### src/rtl/core/lgge_pkg.sv
// Shared constants for the life grid generation engine: action codes,
// configuration register indexes, rule counts and default sizes.
// No dependencies.
package lgge_pkg;

  localparam int DEFAULT_MAX_WIDTH  = 64;
  localparam int DEFAULT_MAX_HEIGHT = 64;

  localparam int GRID_REG_W = 7;
  localparam logic [GRID_REG_W-1:0] GRID_REG_RESET = 7'd64;

  localparam logic [1:0] ACT_WRITE   = 2'd0;
  localparam logic [1:0] ACT_READ    = 2'd1;
  localparam logic [1:0] ACT_ADVANCE = 2'd2;

  localparam logic REG_GRID_WIDTH  = 1'b0;
  localparam logic REG_GRID_HEIGHT = 1'b1;

  localparam logic [3:0] BIRTH_COUNT  = 4'd3;
  localparam logic [3:0] SURVIVE_LOW  = 4'd2;
  localparam logic [3:0] SURVIVE_HIGH = 4'd3;

endpackage

### src/rtl/core/lgge_row_unit.sv
// Rule unit: works out the next generation of one whole row from the row
// above, the row itself and the row below. Depends on lgge_pkg.
module lgge_row_unit #(
  parameter int WIDTH = 64
) (
  input  logic [WIDTH-1:0]                  above,
  input  logic [WIDTH-1:0]                  middle,
  input  logic [WIDTH-1:0]                  below,
  input  logic [lgge_pkg::GRID_REG_W-1:0]   width,
  input  logic                              row_live,
  output logic [WIDTH-1:0]                  next_row
);

  logic [WIDTH-1:0] col_mask;
  logic [WIDTH+1:0] pad_a;
  logic [WIDTH+1:0] pad_m;
  logic [WIDTH+1:0] pad_b;
  logic [3:0]       count [WIDTH];

  // Columns at or beyond the configured width count as dead on both sides.
  always_comb begin
    for (int i = 0; i < WIDTH; i++) begin
      col_mask[i] = (lgge_pkg::GRID_REG_W'(i) < width);
    end
  end

  assign pad_a = {1'b0, above & col_mask, 1'b0};
  assign pad_m = {1'b0, middle & col_mask, 1'b0};
  assign pad_b = {1'b0, below & col_mask, 1'b0};

  always_comb begin
    for (int i = 0; i < WIDTH; i++) begin
      count[i] = 4'(pad_a[i]) + 4'(pad_a[i+1]) + 4'(pad_a[i+2])
               + 4'(pad_m[i]) + 4'(pad_m[i+2])
               + 4'(pad_b[i]) + 4'(pad_b[i+1]) + 4'(pad_b[i+2]);
      if (pad_m[i+1]) begin
        next_row[i] = row_live && col_mask[i]
                      && (count[i] >= lgge_pkg::SURVIVE_LOW)
                      && (count[i] <= lgge_pkg::SURVIVE_HIGH);
      end else begin
        next_row[i] = row_live && col_mask[i] && (count[i] == lgge_pkg::BIRTH_COUNT);
      end
    end
  end

endmodule

### config.mk
export PLATFORM = sky130hd
export DESIGN_NAME = lgge_row_unit
export DESIGN_NICKNAME = d
export VERILOG_FILES = /design/src/rtl/core/lgge_pkg.sv /design/src/rtl/core/lgge_row_unit.sv
export SDC_FILE = /design/constraint.sdc
export NUM_CORES = 1
export LEC_CHECK = 0
export BUFFER_PORTS_ARGS = -buffer_cell sky130_fd_sc_hd__buf_2
export CAP_MARGIN = 10
export CORE_ASPECT_RATIO = 1.1
export CORE_MARGIN = 2
export CORE_UTILIZATION = 35
export DETAILED_ROUTE_END_ITERATION = 8
export MAX_ROUTING_LAYER = met4
export PLACE_DENSITY = 0.64
export SYNTH_ARGS = -nofsm -noshare
export SYNTH_HDL_FRONTEND = slang
export SYNTH_SLANG_ARGS = --single-unit
### constraint.sdc
create_clock -name vclk -period 4.2
set_clock_uncertainty 0.15 [all_clocks]
set_input_delay 0 -clock vclk [all_inputs]
set_output_delay 0 -clock vclk [all_outputs]
set_load 0.05 [all_outputs]
### Word-level counts from Yosys, hierarchy flattened

Cells that the tools add are included.

| storage, ports and cells | value |
|---|---|
| input port bits | 200 |
| flip-flop bits (word level) | 0 |
| word-level logic and storage cells | 1020 |

| cells by class | value |
|---|---|
| bitwise gates (word level) | 3 |
| add/sub/neg operators | 441 |
| order comparisons | 192 |
| reductions and logical operators | 256 |
| equality and inequality tests | 64 |
| mux-type cells | 64 |

Operators with widths:

| operator | number |
|---|---|
| $add A4 B1 Y4 | 252 |
| $eq A4 B2 Y1 const B | 64 |
| $ge A4 B2 Y1 const B | 64 |
| $le A4 B2 Y1 const B | 64 |
| $logic_and A1 B1 Y1 | 256 |
| $add A3 B1 Y4 | 63 |
| $lt A6 B7 Y1 const A | 32 |
| $and A64 B64 Y64 | 3 |
| $add A2 B1 Y3 | 63 |
| $add A1 B1 Y2 | 63 |
| $lt A5 B7 Y1 const A | 16 |
| $mux W1 | 64 |
| $lt A4 B7 Y1 const A | 8 |
| $lt A3 B7 Y1 const A | 4 |
| $lt A1 B7 Y1 const A | 2 |
| $lt A2 B7 Y1 const A | 2 |

### Depth between registers and ports, before layout

| depth | value |
|---|---|
| depth in word-level cells | 13 |
| gate-level depth with buffers | 18 |
| gate-level depth less buffers | 16 |

### Worst setup path before layout

OpenSTA, ideal clock, no wires.

| timing | value |
|---|---|
| path kind | input to output |
| from | in width[3] (netlist bit) |
| to | out next_row[59] |
| path slack | -0.927 ns |
| cell stages on the path | 17 |
| arrival | 4.977 ns |
| required time | 4.050 ns |
| cell sequence | buf_2 > and3_1 > buf_1 > a21o_1 > and2_1 > inv_1 > fa_1 > fa_1 > fa_1 > inv_1 > ha_1 > inv_1 > fa_1 > a211oi_1 > mux2_2 > nand2_1 > nor4b_1 |

| between the ends | value |
|---|---|
| word-level cells in the longest chain between the ends | 13 |
| elaborated cells between the ends (all ways) | 21 |
| classes of those cells | 7 x add/sub; 5 x order compare; 1 x eq/ne; 1 x mux; 3 x bitwise; 4 x reduce/logical |

Ends and longest elaborated chain:

| what | line | source |
|---|---|---|
| start: declaration | lgge_row_unit.sv:9 | `input logic [lgge_pkg::GRID_REG_W-1:0] width,` |
| $lt A6 B7 Y1 | lgge_row_unit.sv:23 | `col_mask[i] = (lgge_pkg::GRID_REG_W'(i) < width);` |
| $and A64 B64 Y64 | lgge_row_unit.sv:27 | `assign pad_a = {1'b0, above & col_mask, 1'b0};` |
| $add A1 B1 Y2 | lgge_row_unit.sv:33 | `count[i] = 4'(pad_a[i]) + 4'(pad_a[i+1]) + 4'(pad_a[i+2])` |
| $add A2 B1 Y3 | lgge_row_unit.sv:33 |  |
| $add A3 B1 Y4 | lgge_row_unit.sv:34 | `+ 4'(pad_m[i]) + 4'(pad_m[i+2])` |
| $add A4 B1 Y4 | lgge_row_unit.sv:34 |  |
| $add A4 B1 Y4 (3 in series) | lgge_row_unit.sv:35 | `+ 4'(pad_b[i]) + 4'(pad_b[i+1]) + 4'(pad_b[i+2]);` |
| $ge A4 B2 Y1 | lgge_row_unit.sv:38 | `&& (count[i] >= lgge_pkg::SURVIVE_LOW)` |
| $logic_and A1 B1 Y1 | lgge_row_unit.sv:38 |  |
| $logic_and A1 B1 Y1 | lgge_row_unit.sv:39 | `&& (count[i] <= lgge_pkg::SURVIVE_HIGH);` |
| $mux W1 (*) | lgge_row_unit.sv:36 | `if (pad_m[i+1]) begin` |
| end: declaration | lgge_row_unit.sv:11 | `output logic [WIDTH-1:0] next_row` |

Mark *: on every way between the ends. The rest lies on a longest branch, timed or not.

### Final worst setup path

| timing | value |
|---|---|
| from | in width[6] (netlist bit) |
| to | out next_row[31] |

| between the ends | value |
|---|---|
| word-level cells in the longest chain between the ends | 13 |
| elaborated cells between the ends (all ways) | 21 |
| classes of those cells | 7 x add/sub; 5 x order compare; 1 x eq/ne; 1 x mux; 3 x bitwise; 4 x reduce/logical |

Ends and longest elaborated chain:

| what | line |
|---|---|
| $lt A5 B7 Y1 | lgge_row_unit.sv:23 |
| $and A64 B64 Y64 | lgge_row_unit.sv:27 |
| $add A1 B1 Y2 | lgge_row_unit.sv:33 |
| $add A2 B1 Y3 | lgge_row_unit.sv:33 |
| $add A3 B1 Y4 | lgge_row_unit.sv:34 |
| $add A4 B1 Y4 | lgge_row_unit.sv:34 |
| $add A4 B1 Y4 (3 in series) | lgge_row_unit.sv:35 |
| $ge A4 B2 Y1 | lgge_row_unit.sv:38 |
| $logic_and A1 B1 Y1 | lgge_row_unit.sv:38 |
| $logic_and A1 B1 Y1 | lgge_row_unit.sv:39 |
| $mux W1 (*) | lgge_row_unit.sv:36 |

Marked as above.

==> results.ini <==
[setup_path]
cp-end-kind=output pin
path_cells=clkbuf_4, nor2_1, o21ai_0, buf_4, o21a_4, and2_4, fa_1, inv_1, fa_1, fa_1, inv_1, ha_2, inv_1, fa_2, a2111oi_4, a21oi_2, nor3_4, buf_6
critPathArrivalTime_ns=3.96
cp_data_required_time_ns=4.05
crit_type=primary input to output pin
critical-path-slowest-cell=fa_1
path_max_fanout=8
startpoint_type=primary input
max_stage_delay_ns=0.53

[logic_synthesis]
synth_compound_area_share_pct=13.4
syn-instance-count=1664
netlist_area_um2=13300
synth_fa_ha_area_share_pct=54.1
synth_mux_area_share_pct=1.27
ys_types=58
syn-mean-instance-area_um2=8.01
yosys_warnings=0
yosysSeqAreaShare_pct=0
synth_top_family_by_area=adder cells
synth-xor-area-share_pct=1.18
synth_nets=2305
yosys.area_share.simple_pct=16.6

[finish]
drive_gt1_share_pct=31.1
area_delta_synth_final_pct=35.2
final_cell_mix=423 x inv_1, 215 x fa_1, 207 x buf_2
fillers=3638
mostFrequentLayoutCell=inv_1
nClkBuffers=0
nNetsFinal=2747
final-seq-area_um2=0
seq_cells=0
instances_no_fill=2613

[floorplan]
dieArea_um2=39700
io_pins=264
core_um2=37300
initial_utilization_pct=35.7
row_count=74
die-width_um=190
die_y_um=209

[grt]
antenna_found_initial=12
grt_pass1_wl_um=64700
grt_pass1_vias=13700
grt.total_usage_pct=20.5
grt_max_degree=36
overflow=0

[sta]
slew_violations=0
maxSlewHeadroom_pct=40.2
fin_setup_tns_ns=0
period_share_pct=98.0
period_needed_ns=4.11
rsz0062_at_grt=yes
finalHoldViolCount=0
max_freq_mhz=243
worst_pin_slew_ns=0.897
whs_ns=0.315
setup_violations=0

[power]
p_per_area_nw_per_um2=256
cellLeakagePower_nw=9.92
ir_drop_mv=0.149

[drt]
drt_wl_total_um=40200
dr_total_vias=12700
drtAntennaViolNets=0
routedWlPerCell_um=15.4
vias_per_cell=4.85
drc_errors=0
first_iter_violations=492
drtPass1Iterations=4

[run_status]
status=finished clean

[job]
drv_cap=0

[clock_network]
cts_hold_buf=0

[hold_path]
hp-class=primary input to output pin

[placement]
port_buffers=264
place_congestion=0.898
post-place-cells=2560
place_hpwl_um=35400

power by group:
group | switching (mW) | internal, mW | total [mW]
Sequential | 0 | 0 | 0
Combinational | 2.62 | 1.99 | 4.61
Clock | 0 | 0.000000478 | 0.000000478
final timing paths:
kind / start / depth (start not counted) / end
worst min-delay path: middle[61] / 4 / next_row[61]
worst max-delay path: width[6] / 18 / next_row[31]
kinds of logic (layout without fill, tap and decap cells):
| logic type | after synthesis | in the layout |
|---|---|---|
| muxes | 16 | 16 |
| xor gates and xnor gates | 18 | 18 |
| AOI/OAI and AO/OA | 265 | 265 |
| and+or+nand+nor | 453 | 453 |
| adders and majority gates | 441 | 441 |
| other | 0 | 15 |
| buffers and inverters | 471 | 911 |
critical path: cells and delay by family:
| family | cells | cell delay (ns) |
|---|---|---|
| adders and majority gates | 5 | 2.08 |
| and+or+nand+nor | 3 | 0.57 |
| buffers and inverters | 6 | 0.74 |
| AOI/OAI and AO/OA | 4 | 0.55 |
final cells by class:
class	instances	area, um2	area share, %
antenna	15	37.5	0.208
tap	494	618	3.43
inverter	433	1630	9.02
multi-input combinational	1193	12300	68.1
timing repair buffer	478	3470	19.2
what timing repair did:
action                                  4_1_cts  5_1_grt
buffers inserted                             11       24
endpoints found under the setup margin       35       57
gates resized for setup                      53      244
pin swaps                                     9       69
gates cloned                                  0        3
routing by layer:
layer  GRT usage (%)  part of all wire [%]
met1            24.6                    42
met2            36.4                    51
met3            2.62                   4.9
met4            4.65                   2.3
met5               -                     0
cell usage after synthesis (all sizes together), types with 9 or more instances:
| master | count | area, um2 |
|---|---|---|
| nand2 | 183 | 687 |
| nand3 | 43 | 215 |
| and3 | 26 | 163 |
| mux2i | 9 | 90.1 |
| nor2 | 73 | 277 |
| o211a | 11 | 110 |
| nor4b | 12 | 105 |
| nor3b | 15 | 118 |
| and2 | 59 | 372 |
| o21ai | 52 | 272 |
| o2111ai | 19 | 166 |
| a21o | 37 | 278 |
| xor2 | 11 | 96.3 |
| o21a | 12 | 90.1 |
| buf | 19 | 98.8 |
| a2111oi | 11 | 103 |
| fa | 225 | 4500 |
| nand2b | 15 | 93.8 |
| a21oi | 68 | 340 |
| inv | 433 | 1630 |
| a211oi | 14 | 105 |
| o21bai | 9 | 67.6 |
| clkbuf | 19 | 71.3 |
| ha | 216 | 2700 |
metrics by stage:
| stage | util [%] | total power [mW] | area (um2) | setup WS (ns) |
|---|---|---|---|---|
| after floorplan | - | 3.02 | 13400 | -0.247 |
| after CTS | 45.4 | 4.31 | 16900 | 0.000791 |
| after detailed placement | 44.7 | 4.21 | 16700 | -0.173 |
| after global routing | 48.3 | 5.27 | 18000 | -0.0495 |
| final | 48.3 | 4.61 | 18000 | 0.0852 |
| after global placement | 44.7 | 4.00 | 16700 | -0.116 |
Power figures use the tool's default switching activity.
